==> src/rpc_frame_deframer_defines.svh <==
// Assertion macros shared by the frame deframer RTL.
// No dependencies; included by files that carry concurrent checks.
`ifndef RPC_FRAME_DEFRAMER_DEFINES_SVH
`define RPC_FRAME_DEFRAMER_DEFINES_SVH

`ifndef NO_ASSERTIONS
`define RFD_ASSERT(label, clk, rst, prop, msg) \
   label: assert property (@(posedge clk) disable iff (rst) prop) else $error(msg);
`define RFD_ASSERT_NEVER(label, clk, rst, cond, msg) \
   label: assert property (@(posedge clk) disable iff (rst) !(cond)) else $error(msg);
`else
`define RFD_ASSERT(label, clk, rst, prop, msg)
`define RFD_ASSERT_NEVER(label, clk, rst, cond, msg)
`endif

`endif

==> src/rfd_pkg.sv <==
// Shared types and constants for the length-prefixed frame deframer.
// No dependencies; imported by every module of the block.
`default_nettype none

package rfd_pkg;

   localparam int DEF_MAX_FRAME_BYTES = 65535;
   localparam int DEF_QUEUE_DEPTH     = 2;

   localparam int HEADER_WORD_BYTES = 6 * 4;
   localparam int DELIM_BYTES       = 2;
   localparam int MIN_FRAME_BYTES   = HEADER_WORD_BYTES + DELIM_BYTES;
   localparam int WORD_BYTES        = 4;
   localparam int END_BYTES         = 1;
   // fixed bytes that must still fit after each variable section
   localparam int ID_TAIL_BYTES     = 17;
   localparam int NAME_TAIL_BYTES   = 13;
   localparam int INFO_TAIL_BYTES   = 5;
   localparam int TRAILER_BYTES     = WORD_BYTES + END_BYTES;

   localparam int CSR_DATA_W  = 8;
   localparam int CSR_INDEX_W = 1;
   localparam logic [CSR_INDEX_W-1:0] CSR_START_DELIM = 1'd0;
   localparam logic [CSR_INDEX_W-1:0] CSR_END_DELIM   = 1'd1;
   localparam logic [CSR_DATA_W-1:0] START_DELIM_RESET = 8'd2;
   localparam logic [CSR_DATA_W-1:0] END_DELIM_RESET   = 8'd3;

   typedef enum logic [3:0] {
      SEC_TOTAL_LEN = 4'd0,
      SEC_ID_LEN    = 4'd1,
      SEC_ID        = 4'd2,
      SEC_NAME_LEN  = 4'd3,
      SEC_NAME      = 4'd4,
      SEC_ERR_CODE  = 4'd5,
      SEC_INFO_LEN  = 4'd6,
      SEC_INFO      = 4'd7,
      SEC_PAYLOAD   = 4'd8,
      SEC_CHECKSUM  = 4'd9,
      SEC_END       = 4'd10,
      SEC_HUNT      = 4'd15
   } section_type;

   typedef enum logic [2:0] {
      ST_BUSY      = 3'd0,
      ST_OK        = 3'd1,
      ST_BAD_END   = 3'd2,
      ST_OVERRUN   = 3'd3,
      ST_BAD_TOTAL = 3'd4
   } status_type;

   typedef struct packed {
      logic [3:0]  section;
      logic [7:0]  data_byte;
      logic [31:0] word_value;
      logic        word_done;
      logic        frame_last;
      logic [2:0]  frame_status;
   } item_type;

   typedef struct packed {
      logic full;
      logic empty;
   } qstat_type;

endpackage

`default_nettype wire

==> src/rpc_frame_deframer.sv <==
// Flow: an accepted byte's result item is written into the queue, then moves into the
// output register when that register is empty or its item is being taken.
// Throughput: one byte per cycle unless the queue is full; each byte needs one counter
// update, one 34-bit length compare in the parser; queue plus output register keep it fed.
// Reset (synchronous, active high): parser hunting, queue empty, no result valid,
// start delimiter 2, end delimiter 3. Depends on rfd_pkg, rfd_front, rfd_queue, rfd_back.
`default_nettype none

module rpc_frame_deframer #(
   parameter int MAX_FRAME_BYTES = rfd_pkg::DEF_MAX_FRAME_BYTES,
   parameter int QUEUE_DEPTH     = rfd_pkg::DEF_QUEUE_DEPTH
) (
   input  wire                                   clock,
   input  wire                                   reset,
   input  wire                                   req_valid,
   output logic                                  req_ready,
   input  wire  [7:0]                            req_in_byte,
   output logic                                  rsp_valid,
   input  wire                                   rsp_ready,
   output logic [3:0]                            rsp_section,
   output logic [7:0]                            rsp_data_byte,
   output logic [31:0]                           rsp_word_value,
   output logic                                  rsp_word_done,
   output logic                                  rsp_frame_last,
   output logic [2:0]                            rsp_frame_status,
   input  wire                                   csr_write_en,
   input  wire  [rfd_pkg::CSR_INDEX_W-1:0]       csr_index,
   input  wire  [rfd_pkg::CSR_DATA_W-1:0]        csr_write_data
);
   import rfd_pkg::*;

   logic [CSR_DATA_W-1:0] start_delim_ff, start_delim_in;
   logic [CSR_DATA_W-1:0] end_delim_ff,   end_delim_in;

   logic      push;
   item_type  push_item;
   logic      pop;
   item_type  head_item;
   qstat_type q_stat;

   always_comb begin
      start_delim_in = start_delim_ff;
      end_delim_in   = end_delim_ff;
      if (csr_write_en) begin
         unique case (csr_index)
            CSR_START_DELIM: start_delim_in = csr_write_data;
            CSR_END_DELIM:   end_delim_in   = csr_write_data;
            default:         ;
         endcase
      end
   end

   always_ff @(posedge clock) begin
      if (reset) begin
         start_delim_ff <= START_DELIM_RESET;
         end_delim_ff   <= END_DELIM_RESET;
      end else begin
         start_delim_ff <= start_delim_in;
         end_delim_ff   <= end_delim_in;
      end
   end

   rfd_front #(
      .MAX_FRAME_BYTES(MAX_FRAME_BYTES)
   ) u_front (
      .clock       (clock),
      .reset       (reset),
      .req_valid   (req_valid),
      .req_ready   (req_ready),
      .req_in_byte (req_in_byte),
      .start_delim (start_delim_ff),
      .end_delim   (end_delim_ff),
      .q_stat      (q_stat),
      .push        (push),
      .push_item   (push_item)
   );

   rfd_queue #(
      .DEPTH(QUEUE_DEPTH)
   ) u_queue (
      .clock     (clock),
      .reset     (reset),
      .push      (push),
      .push_item (push_item),
      .pop       (pop),
      .head_item (head_item),
      .stat      (q_stat)
   );

   rfd_back u_back (
      .clock            (clock),
      .reset            (reset),
      .head_item        (head_item),
      .q_stat           (q_stat),
      .pop              (pop),
      .rsp_valid        (rsp_valid),
      .rsp_ready        (rsp_ready),
      .rsp_section      (rsp_section),
      .rsp_data_byte    (rsp_data_byte),
      .rsp_word_value   (rsp_word_value),
      .rsp_word_done    (rsp_word_done),
      .rsp_frame_last   (rsp_frame_last),
      .rsp_frame_status (rsp_frame_status)
   );

endmodule

`default_nettype wire

==> src/rfd_queue.sv <==
// Small flop-based FIFO of result items between parser and output stage.
// Depends on rfd_pkg and rpc_frame_deframer_defines.svh.
`default_nettype none
`include "rpc_frame_deframer_defines.svh"

module rfd_queue #(
   parameter int DEPTH = rfd_pkg::DEF_QUEUE_DEPTH
) (
   input  wire                  clock,
   input  wire                  reset,
   input  wire                  push,
   input  rfd_pkg::item_type    push_item,
   input  wire                  pop,
   output rfd_pkg::item_type    head_item,
   output rfd_pkg::qstat_type   stat
);
   import rfd_pkg::*;

   localparam int PTR_W = (DEPTH > 1) ? $clog2(DEPTH) : 1;
   localparam int CNT_W = $clog2(DEPTH + 1);
   localparam logic [PTR_W-1:0] LAST_PTR = PTR_W'(DEPTH - 1);
   localparam logic [CNT_W-1:0] FULL_CNT = CNT_W'(DEPTH);

   item_type         slot_ff [DEPTH];
   logic [PTR_W-1:0] wr_ptr_ff, wr_ptr_in;
   logic [PTR_W-1:0] rd_ptr_ff, rd_ptr_in;
   logic [CNT_W-1:0] count_ff,  count_in;

   always_comb begin
      wr_ptr_in = wr_ptr_ff;
      rd_ptr_in = rd_ptr_ff;
      count_in  = count_ff;
      if (push) begin
         wr_ptr_in = (wr_ptr_ff == LAST_PTR) ? '0 : wr_ptr_ff + 1'b1;
      end
      if (pop) begin
         rd_ptr_in = (rd_ptr_ff == LAST_PTR) ? '0 : rd_ptr_ff + 1'b1;
      end
      if (push && !pop) begin
         count_in = count_ff + 1'b1;
      end else if (pop && !push) begin
         count_in = count_ff - 1'b1;
      end
   end

   always_ff @(posedge clock) begin
      if (reset) begin
         wr_ptr_ff <= '0;
         rd_ptr_ff <= '0;
         count_ff  <= '0;
      end else begin
         wr_ptr_ff <= wr_ptr_in;
         rd_ptr_ff <= rd_ptr_in;
         count_ff  <= count_in;
      end
   end

   always_ff @(posedge clock) begin
      if (push) begin
         slot_ff[wr_ptr_ff] <= push_item;
      end
   end

   assign head_item  = slot_ff[rd_ptr_ff];
   assign stat.full  = (count_ff == FULL_CNT);
   assign stat.empty = (count_ff == '0);

   `RFD_ASSERT_NEVER(a_no_push_full, clock, reset, push && stat.full && !pop, "push into full queue")
   `RFD_ASSERT_NEVER(a_no_pop_empty, clock, reset, pop && stat.empty, "pop from empty queue")

endmodule

`default_nettype wire

==> src/rfd_front.sv <==
// Front end: hunts for the start delimiter, walks the frame sections and
// classifies each byte into a result item. Depends on rfd_pkg and the defines header.
`default_nettype none
`include "rpc_frame_deframer_defines.svh"

module rfd_front #(
   parameter int MAX_FRAME_BYTES = rfd_pkg::DEF_MAX_FRAME_BYTES
) (
   input  wire                  clock,
   input  wire                  reset,
   input  wire                  req_valid,
   output logic                 req_ready,
   input  wire  [7:0]           req_in_byte,
   input  wire  [7:0]           start_delim,
   input  wire  [7:0]           end_delim,
   input  rfd_pkg::qstat_type   q_stat,
   output logic                 push,
   output rfd_pkg::item_type    push_item
);
   import rfd_pkg::*;

   localparam int POS_W = $clog2(MAX_FRAME_BYTES + 1);
   localparam int SUM_W = 34;
   localparam logic [POS_W-1:0] WORD_LEN    = POS_W'(WORD_BYTES);
   localparam logic [POS_W-1:0] END_LEN     = POS_W'(END_BYTES);
   localparam logic [POS_W-1:0] TRAILER_LEN = POS_W'(TRAILER_BYTES);

   section_type      section_ff, section_in;
   logic [POS_W-1:0] pos_ff,     pos_in;
   logic [POS_W-1:0] total_ff,   total_in;
   logic [POS_W-1:0] remain_ff,  remain_in;
   logic [23:0]      shift_ff,   shift_in;
   logic             skip_ff,    skip_in;

   logic             accept;
   logic             hunting;
   logic [POS_W-1:0] pos_inc;
   logic [31:0]      word;
   logic             sec_done;
   logic             is_word;
   logic             total_bad;
   logic [4:0]       tail;
   logic [SUM_W-1:0] reach;
   logic             overrun;
   logic [POS_W-1:0] payload_len;
   logic             skip_end;

   assign req_ready   = !q_stat.full;
   assign accept      = req_valid && req_ready;
   assign hunting     = (section_ff == SEC_HUNT);
   assign pos_inc     = pos_ff + 1'b1;
   assign word        = {shift_ff, req_in_byte};
   assign sec_done    = (remain_ff <= POS_W'(1));
   assign total_bad   = (word < 32'(MIN_FRAME_BYTES)) || (word > 32'(MAX_FRAME_BYTES));
   assign payload_len = total_ff - pos_inc - TRAILER_LEN;
   assign skip_end    = (pos_inc >= total_ff);
   assign is_word     = (section_ff == SEC_TOTAL_LEN) || (section_ff == SEC_ID_LEN) ||
                        (section_ff == SEC_NAME_LEN)  || (section_ff == SEC_ERR_CODE) ||
                        (section_ff == SEC_INFO_LEN)  || (section_ff == SEC_CHECKSUM);

   always_comb begin
      unique case (section_ff)
         SEC_ID_LEN:   tail = 5'(ID_TAIL_BYTES);
         SEC_NAME_LEN: tail = 5'(NAME_TAIL_BYTES);
         default:      tail = 5'(INFO_TAIL_BYTES);
      endcase
   end

   // length word plus the fixed fields behind it must stay inside the frame
   assign reach   = SUM_W'(word) + SUM_W'(pos_inc) + SUM_W'(tail);
   assign overrun = reach > SUM_W'(total_ff);

   // next state
   always_comb begin
      section_in = section_ff;
      pos_in     = pos_ff;
      total_in   = total_ff;
      remain_in  = remain_ff;
      shift_in   = shift_ff;
      skip_in    = skip_ff;
      if (accept) begin
         if (hunting) begin
            if (req_in_byte == start_delim) begin
               pos_in     = POS_W'(1);
               total_in   = '0;
               skip_in    = 1'b0;
               section_in = SEC_TOTAL_LEN;
               remain_in  = WORD_LEN;
            end
         end else if (skip_ff) begin
            pos_in = pos_inc;
            if (skip_end) begin
               skip_in    = 1'b0;
               section_in = SEC_HUNT;
            end
         end else begin
            pos_in    = pos_inc;
            shift_in  = word[23:0];
            remain_in = remain_ff - 1'b1;
            if (sec_done) begin
               unique case (section_ff)
                  SEC_TOTAL_LEN: begin
                     if (total_bad) begin
                        section_in = SEC_HUNT;
                     end else begin
                        total_in   = word[POS_W-1:0];
                        section_in = SEC_ID_LEN;
                        remain_in  = WORD_LEN;
                     end
                  end
                  SEC_ID_LEN: begin
                     if (overrun) begin
                        skip_in = 1'b1;
                     end else if (word == '0) begin
                        section_in = SEC_NAME_LEN;
                        remain_in  = WORD_LEN;
                     end else begin
                        section_in = SEC_ID;
                        remain_in  = word[POS_W-1:0];
                     end
                  end
                  SEC_ID: begin
                     section_in = SEC_NAME_LEN;
                     remain_in  = WORD_LEN;
                  end
                  SEC_NAME_LEN: begin
                     if (overrun) begin
                        skip_in = 1'b1;
                     end else if (word == '0) begin
                        section_in = SEC_ERR_CODE;
                        remain_in  = WORD_LEN;
                     end else begin
                        section_in = SEC_NAME;
                        remain_in  = word[POS_W-1:0];
                     end
                  end
                  SEC_NAME, SEC_ERR_CODE: begin
                     section_in = (section_ff == SEC_NAME) ? SEC_ERR_CODE : SEC_INFO_LEN;
                     remain_in  = WORD_LEN;
                  end
                  SEC_INFO_LEN, SEC_INFO: begin
                     if (section_ff == SEC_INFO_LEN && overrun) begin
                        skip_in = 1'b1;
                     end else if (section_ff == SEC_INFO_LEN && word != '0) begin
                        section_in = SEC_INFO;
                        remain_in  = word[POS_W-1:0];
                     end else if (payload_len == '0) begin
                        section_in = SEC_CHECKSUM;
                        remain_in  = WORD_LEN;
                     end else begin
                        section_in = SEC_PAYLOAD;
                        remain_in  = payload_len;
                     end
                  end
                  SEC_PAYLOAD: begin
                     section_in = SEC_CHECKSUM;
                     remain_in  = WORD_LEN;
                  end
                  SEC_CHECKSUM: begin
                     section_in = SEC_END;
                     remain_in  = END_LEN;
                  end
                  default: begin
                     section_in = SEC_HUNT;
                  end
               endcase
            end
         end
      end
   end

   // result item
   always_comb begin
      push                   = 1'b0;
      push_item.section      = section_ff;
      push_item.data_byte    = req_in_byte;
      push_item.word_value   = '0;
      push_item.word_done    = 1'b0;
      push_item.frame_last   = 1'b0;
      push_item.frame_status = ST_BUSY;
      if (accept && !hunting) begin
         if (skip_ff) begin
            push                   = skip_end;
            push_item.section      = SEC_END;
            push_item.frame_last   = 1'b1;
            push_item.frame_status = ST_OVERRUN;
         end else begin
            push = 1'b1;
            if (sec_done) begin
               if (is_word) begin
                  push_item.word_value = word;
                  push_item.word_done  = 1'b1;
               end
               if (section_ff == SEC_TOTAL_LEN && total_bad) begin
                  push_item.frame_last   = 1'b1;
                  push_item.frame_status = ST_BAD_TOTAL;
               end else if (section_ff == SEC_END) begin
                  push_item.frame_last   = 1'b1;
                  push_item.frame_status = (req_in_byte == end_delim) ? ST_OK : ST_BAD_END;
               end
            end
         end
      end
   end

   always_ff @(posedge clock) begin
      if (reset) begin
         section_ff <= SEC_HUNT;
         pos_ff     <= '0;
         total_ff   <= '0;
         remain_ff  <= '0;
         skip_ff    <= 1'b0;
      end else begin
         section_ff <= section_in;
         pos_ff     <= pos_in;
         total_ff   <= total_in;
         remain_ff  <= remain_in;
         skip_ff    <= skip_in;
      end
   end

   always_ff @(posedge clock) begin
      shift_ff <= shift_in;
   end

   `RFD_ASSERT(a_skip_in_len, clock, reset, skip_ff |-> (section_ff == SEC_ID_LEN || section_ff == SEC_NAME_LEN || section_ff == SEC_INFO_LEN), "overrun skip outside a length section")
   `RFD_ASSERT(a_last_hunts, clock, reset, (push && push_item.frame_last) |=> (section_ff == SEC_HUNT), "frame closed but parser not hunting")
   `RFD_ASSERT(a_pos_in_frame, clock, reset, (section_ff != SEC_HUNT && section_ff != SEC_TOTAL_LEN) |-> (pos_ff <= total_ff), "frame position past total length")

endmodule

`default_nettype wire

==> src/rfd_back.sv <==
// Back end: pops result items from the queue into the output register.
// Depends on rfd_pkg.
`default_nettype none

module rfd_back (
   input  wire                  clock,
   input  wire                  reset,
   input  rfd_pkg::item_type    head_item,
   input  rfd_pkg::qstat_type   q_stat,
   output logic                 pop,
   output logic                 rsp_valid,
   input  wire                  rsp_ready,
   output logic [3:0]           rsp_section,
   output logic [7:0]           rsp_data_byte,
   output logic [31:0]          rsp_word_value,
   output logic                 rsp_word_done,
   output logic                 rsp_frame_last,
   output logic [2:0]           rsp_frame_status
);
   import rfd_pkg::*;

   logic     valid_ff, valid_in;
   item_type out_ff;

   assign pop = !q_stat.empty && (!valid_ff || rsp_ready);

   always_comb begin
      valid_in = valid_ff;
      if (pop) begin
         valid_in = 1'b1;
      end else if (rsp_ready) begin
         valid_in = 1'b0;
      end
   end

   always_ff @(posedge clock) begin
      if (reset) begin
         valid_ff <= 1'b0;
      end else begin
         valid_ff <= valid_in;
      end
   end

   always_ff @(posedge clock) begin
      if (pop) begin
         out_ff <= head_item;
      end
   end

   assign rsp_valid        = valid_ff;
   assign rsp_section      = out_ff.section;
   assign rsp_data_byte    = out_ff.data_byte;
   assign rsp_word_value   = out_ff.word_value;
   assign rsp_word_done    = out_ff.word_done;
   assign rsp_frame_last   = out_ff.frame_last;
   assign rsp_frame_status = out_ff.frame_status;

endmodule

`default_nettype wire

==> config.mk <==
export PLATFORM = sky130hd
export DESIGN_NAME = rpc_frame_deframer
export DESIGN_NICKNAME = d
export VERILOG_FILES = /design/src/rfd_pkg.sv /design/src/rpc_frame_deframer.sv /design/src/rfd_queue.sv /design/src/rfd_front.sv /design/src/rfd_back.sv
export VERILOG_INCLUDE_DIRS = /design/src /design/src/src
export SDC_FILE = /design/constraint.sdc
export NUM_CORES = 1
export LEC_CHECK = 0
export BUFFER_PORTS_ARGS = -buffer_cell sky130_fd_sc_hd__buf_4
export CORE_AREA = 2 2 198 200
export CTS_CLUSTER_DIAMETER = 120
export CTS_CLUSTER_SIZE = 20
export DETAILED_ROUTE_END_ITERATION = 8
export DIE_AREA = 0 0 200 202
export PLACE_DENSITY_LB_ADDON = 0.08
export SLEW_MARGIN = 20
export SYNTH_ARGS = -nofsm -noshare
export SYNTH_HDL_FRONTEND = slang
export SYNTH_SLANG_ARGS = --single-unit
==> constraint.sdc <==
create_clock -name clock -period 9.4 [get_ports clock]
set_clock_uncertainty 0.15 [all_clocks]
set_input_delay 0.47 -clock clock [delete_from_list [all_inputs] [get_ports clock]]
set_output_delay 0.47 -clock clock [all_outputs]
set_load 0.02 [all_outputs]
==> Word level (Yosys, flattened, before mapping) <==
Memories as Yosys holds them, arrays and structs flattened. A register that Yosys moved wholly into a read port is not among the register bits.
Index checks and enable logic that the tools add are counted.
{ "op_classes": {"add_sub_neg": 10, "bitwise_logic": 3, "n_lt_le_gt_ge": 5, "eq_ne": 21, "n_reduce_logical": 42, "mux": 63} }
{ "op_table": {"columns": ["op", "count"], "rows": [
  ["$mux W16", 18],
  ["$pmux W16 S5", 1],
  ["$mux W37", 2],
  ["$mux W33", 2],
  ["$mux W4", 15],
  ["$add A34 B5 Y34", 1],
  ["$gt A34 B16 Y1", 1],
  ["$add A32 B16 Y33", 1],
  ["$gt A32 B16 Y1 const B", 1],
  ["$logic_not A32 Y1", 1],
  ["$lt A32 B5 Y1 const B", 1],
  ["$pmux W4 S8", 1],
  ["$reduce_bool A32 Y1", 1],
  ["$mux W1", 18],
  ["$add A16 B1 Y16 const B", 1],
  ["$eq A4 B3 Y1 const B", 4],
  ["$eq A4 B4 Y1 const B", 4],
  ["$eq A8 B8 Y1", 2],
  ["$ge A16 B16 Y1", 1],
  ["$le A16 B1 Y1 const B", 1],
  ["$logic_not A16 Y1", 1],
  ["$sub A16 B1 Y16 const B", 1],
  ["$sub A16 B16 Y16", 1],
  ["$sub A16 B3 Y16 const B", 1],
  ["other kinds (27)", 63]
]} }
{ "totals": {"n_memories": 1, "ramBits": 98, "elab_cells": 157, "reg_bits": 98, "out_inout_bits": 51} }
{ "mem_list": {"columns": ["memory", "depth", "word_bits", "rd", "rd_ports_with_merged_regs", "write_ports", "line_no", "text"], "rows": [
  ["u_queue.slot_ff", 2, 49, 1, 1, 1, "rfd_queue.sv:24", "item_type slot_ff [DEPTH];"]
]} }

==> Longest topological paths before layout <==
{ "depth": {"depth_word": 11, "depth_mapped": 30, "mapped_depth_nobuf": 28} }

==> By module <==
From an unflattened synthesis, not the netlist that was laid out.
{ "unflattened": {"hier_cells": 1355, "area_unflattened_um2": 14176.1} }
{ "by_module_without_submodules": {"columns": ["mod", "n_inst", "seq_area_each_um2", "area_per_inst_um2", "cells_each"], "rows": [
  ["rfd_front", 1, 1781.7, 8242.9, 1064],
  ["rfd_queue", 1, 3042.9, 3739.8, 174],
  ["rfd_back", 1, 1491.4, 1527.7, 53],
  ["rpc_frame_deframer", 1, 320.3, 665.6, 64]
]} }

==> Least setup slack after synthesis <==
Ideal clock, no wire load.
{ "synth_timing": {"path_kind": "register to register", "from": "register u_front.pos_ff[0]", "to": "register u_front.remain_ff[14]", "path_buffers": 3, "slack_ns": 3.181, "t_arrival_ns": 5.996, "stages_incl_launch_ff": 30, "path_cell_list": "dfxtp_1 -> and3_1 -> and3_1 -> clkbuf_1 -> nand2_1 -> nor2_1 -> xor2_1 -> ha_1 -> buf_4 -> a21oi_1 -> o21ai_0 -> and2_1 -> a211oi_2 -> nand2_1 -> nor4_1 -> nand2_1 -> xnor2_1 -> ha_1 -> o21ai_0 -> a21oi_1 -> a211o_1 -> a221o_1 -> a211oi_1 -> a41oi_1 -> nor4b_2 -> nand3_1 -> buf_4 -> mux2_4 -> o32a_1 -> o22ai_2"} }
{ "synth_via": {"elab_chain_cells": 11, "elab_cells_between_ends": 16, "classes_between": "add/sub (5); order compare (1); mux (8); reduce/logical (2)"} }
{ "synth_lines": {"columns": ["element", "line_no", "text"], "rows": [
  ["start, declared", "rfd_front.sv:29", "logic [POS_W-1:0] pos_ff, pos_in;"],
  ["start signal, assigned", "rfd_front.sv:215", "pos_ff <= pos_in;"],
  ["$add A16 B1 Y16 (*)", "rfd_front.sv:51", "assign pos_inc = pos_ff + 1'b1;"],
  ["parallel branches: the longest is 6 deep, another holds $add A34 B5 Y34", null, null],
  ["$pmux W16 S5 (*)", "rfd_front.sv:101", "unique case (section_ff)"],
  ["$mux W16 (*)", "rfd_front.sv:100", "if (sec_done) begin"],
  ["$mux W16 (*)", "rfd_front.sv:90", "end else if (skip_ff) begin"],
  ["$mux W16 (*)", "rfd_front.sv:82", "if (hunting) begin"],
  ["end signal, assigned", "rfd_front.sv:217", "remain_ff <= remain_in;"],
  ["end, declared", "rfd_front.sv:31", "logic [POS_W-1:0] remain_ff, remain_in;"]
]} }
Every way passes the cells marked *. The select of a mux whose other input is x is not followed.
A chain may end at the register's enable or synchronous reset.

==> Final worst setup path <==
Ends and elaborated chain as after synthesis.

==> reports/qor.yml <==
hold_viol: 0
dp.cells: 2002
ys_seq_area_frac: 0.450
nets: 1615
synth_most_common_cell: "edfxtp_1"
dp_hpwl_mm: 30.3
startpoint_type: "flop"
layout-drive-gt1-share: 0.135
p_sw_frac: 0.437
crit_slowest_cell: "nor4_1"
cts_setup_buffers: 0
p_comb_frac: 0.508
yosysTopAreaCell: "edfxtp_1"
slew_headroom: 0.275
grt_pass1_vias: 10812
grt_pass1_wl_mm: 65.4
cp.buffers_inverters: 1
vias_per_cell: 5.56
cts_repair_resize_count: 0
holdCritPathClass: "in2reg"
rows: 72
maxCapViolCount: 0
setup_slack_ps: 1960
drt-initial-drc-count: 775
cts.sinks: 245
path_delay_family: "simple AND/OR/NAND/NOR gates"
critPathCaptureType: "flop"
ir_worst_vdd_mv: 0.189
ys_warn_count: 0
synth-seq-cells: 245
pre_cts_ws_ps: 2070
cpMostUsedCell: "nand2_1"
synthArstFlopShare: 0
synth_area_leaders: "edfxtp_1 (35%), dfxtp_1 (10%), ha_1 (7.3%), mux2_2 (4.5%), a21oi_1 (3.5%)"
ant_nets: 0
power.total_w: 0.00500
core_area_sq_mm: 0.0383
numCtsBuffers: 16
power_density_mw_per_mm2: 308
gp_congestion: 0.856
fin_util: 0.424
max_stage_delay_ps: 800
clkTransAtPathRegs_ps: 100
syn2layout_area_growth_pct: 10.4
switchingPower_w: 0.00218
htreeDepth: 1
wire_per_inst_um: 21.0
fin_crit_sh: 0.791
clk_latency_ps: 520
synthCells: 1465
rsz0062_at_grt: "false"
setup_viol: 0
ys_types: 83
die_area_sq_mm: 0.0404
wl_mm: 42.6
avgSynthCellArea_sq_um: 10.0
hold_buffers: 0
synth_top_area_frac: 0.350
die_x_um: 200
critPathKind: "reg2reg"
instances_no_fill: 2032
run_status: "complete, no violations"
num-fill-cells: 3764
die_h_um: 202
multi_input_area_sq_mm: 0.00756
via_count: 11295
path_max_fanout: 29
initial_utilization: 0.384
firstDrtPassIters: 5
slew_viol_final: 0
fin_tns_setup_ps: 0
ios: 73
antenna_found_initial: 1
seq_area_sq_mm: 0.00662
grt-ovfl-total: 0
timing.fmax_mhz: 134
drc: 0
grt_usage: 0.211
min_period_ps: 7440
worstPathRequired_ps: 9700
netlist_area_sq_mm: 0.0147
syn-num-nets: 1578
grt_max_degree: 70
ys.flop_type: "edfxtp_1"
synth-edff-count: 171
pwr-share-seq: 0.349
tightest_slew_ps: 1090
critical_path_arrival_ps: 7730
clockBufferDepth: 3
leakagePower_nw: 5.98
cts_tree: "built"
p_clk_frac: 0.144
root_buffer: "clkbuf_16"
netlist_top_cells_count: "edfxtp_1 (171), nand2_1 (135), a21oi_1 (103)"
io_buffer_count: 72
intPower_w: 0.00281
[state kept, by name, summed over array words and instances (netlist names), 3 cells and up]
register,count
u_back.rsp_word_value,32
u_front.total_ff,16
u_back.rsp_frame_status,3
u_back.rsp_section,4
u_front.section_ff,4
end_delim_ff,8
u_queue.slot_ff,98
u_front.shift_ff,24
u_back.rsp_data_byte,8
u_front.pos_ff,16
u_front.remain_ff,16
start_delim_ff,8
[worst min-delay path: cells and delay by family]
family | cells | cell delay, ps
and+or+nand+nor | 2 | 120
buffers and inverters | 1 | 90
[logic make-up (layout without fill, tap and decap cells)]
logic type,Yosys count,count (layout),share of synthesized area
XOR/XNOR,91,91,0.0543
AO/OA/AOI/OAI,341,341,0.155
flip-flops,245,245,0.450
adder cells (fa/ha/maj),91,91,0.0801
buffers and inverters,136,183,0.0359
other,0,2,0
multiplexers,67,67,0.0510
AND/OR/NAND/NOR,494,494,0.173
[final timing paths]
kind                                           from  cells past startpoint  slack (ps)                    end
worst max-delay path              u_front.pos_ff[0]                     27        1960  u_front.remain_ff[14]
worst max register to register    u_front.pos_ff[0]                     27        1960  u_front.remain_ff[14]
worst min-delay path              csr_write_data[1]                      3          40        end_delim_ff[1]
worst min register to register  u_front.total_ff[6]                      2         310    u_front.total_ff[6]
[placed cells by master (no fill, tap or decap), types with 8 or more instances in the layout]
master       n
edfxtp_1   171
o21bai_1     8
or2_2        9
nor3_1      39
a31oi_1     14
o31ai_1     12
dfxtp_1     73
nand2b_1    20
o21ai_0     51
nand4_1     25
nor4_1      19
xnor2_1     46
ha_1        86
mux2_2      59
nand2_1    135
o21a_1      12
a21oi_1    102
a21o_1      25
buf_4       87
a22oi_1     21
clkbuf_1     9
and2_1      47
a211oi_1    17
nor2_1      91
a221oi_1     8
and3_1      14
inv_1       66
clkbuf_16   17
nand3_1     41
xor2_1      45
[through the flow]
step	hold slack [ps]	instance area (sq um)
2_1_floorplan	274	14700
3_3_place_gp	290	15700
3_5_place_dp	299	15700
4_1_cts	13.2	16200
5_1_grt	48.5	16200
6_report	39.7	16200
[per-layer routing]
metal	track usage	up-vias	share of wire
li1	-	5462	-
met5	0	-	0
met3	0.0229	44	0.045
met1	0.312	5523	0.49
met4	0.0444	0	0.020
met2	0.330	266	0.45
[power by group through the flow]
| stage | logic [W] | registers, W | clock network, W |
|---|---|---|---|
| after global placement | 0.00251 | 0.00176 | 0 |
| final | 0.00254 | 0.00174 | 0.000719 |
| after detailed placement | 0.00252 | 0.00177 | 0 |
| after floorplan | 0.00168 | 0.00180 | 0 |
| after global routing | 0.00280 | 0.00178 | 0.000777 |
| after CTS | 0.00253 | 0.00174 | 0.000746 |
[layout make-up]
type,instances,area share
diodes,2,0.000309
clock buffers,26,0.0283
clock inverters,2,0.00116
inverters,68,0.0157
multi-input cells,1084,0.466
flip-flops and latches,245,0.408
well taps,518,0.0400
repair buffers,87,0.0403
Power figures use the tool's default switching activity.
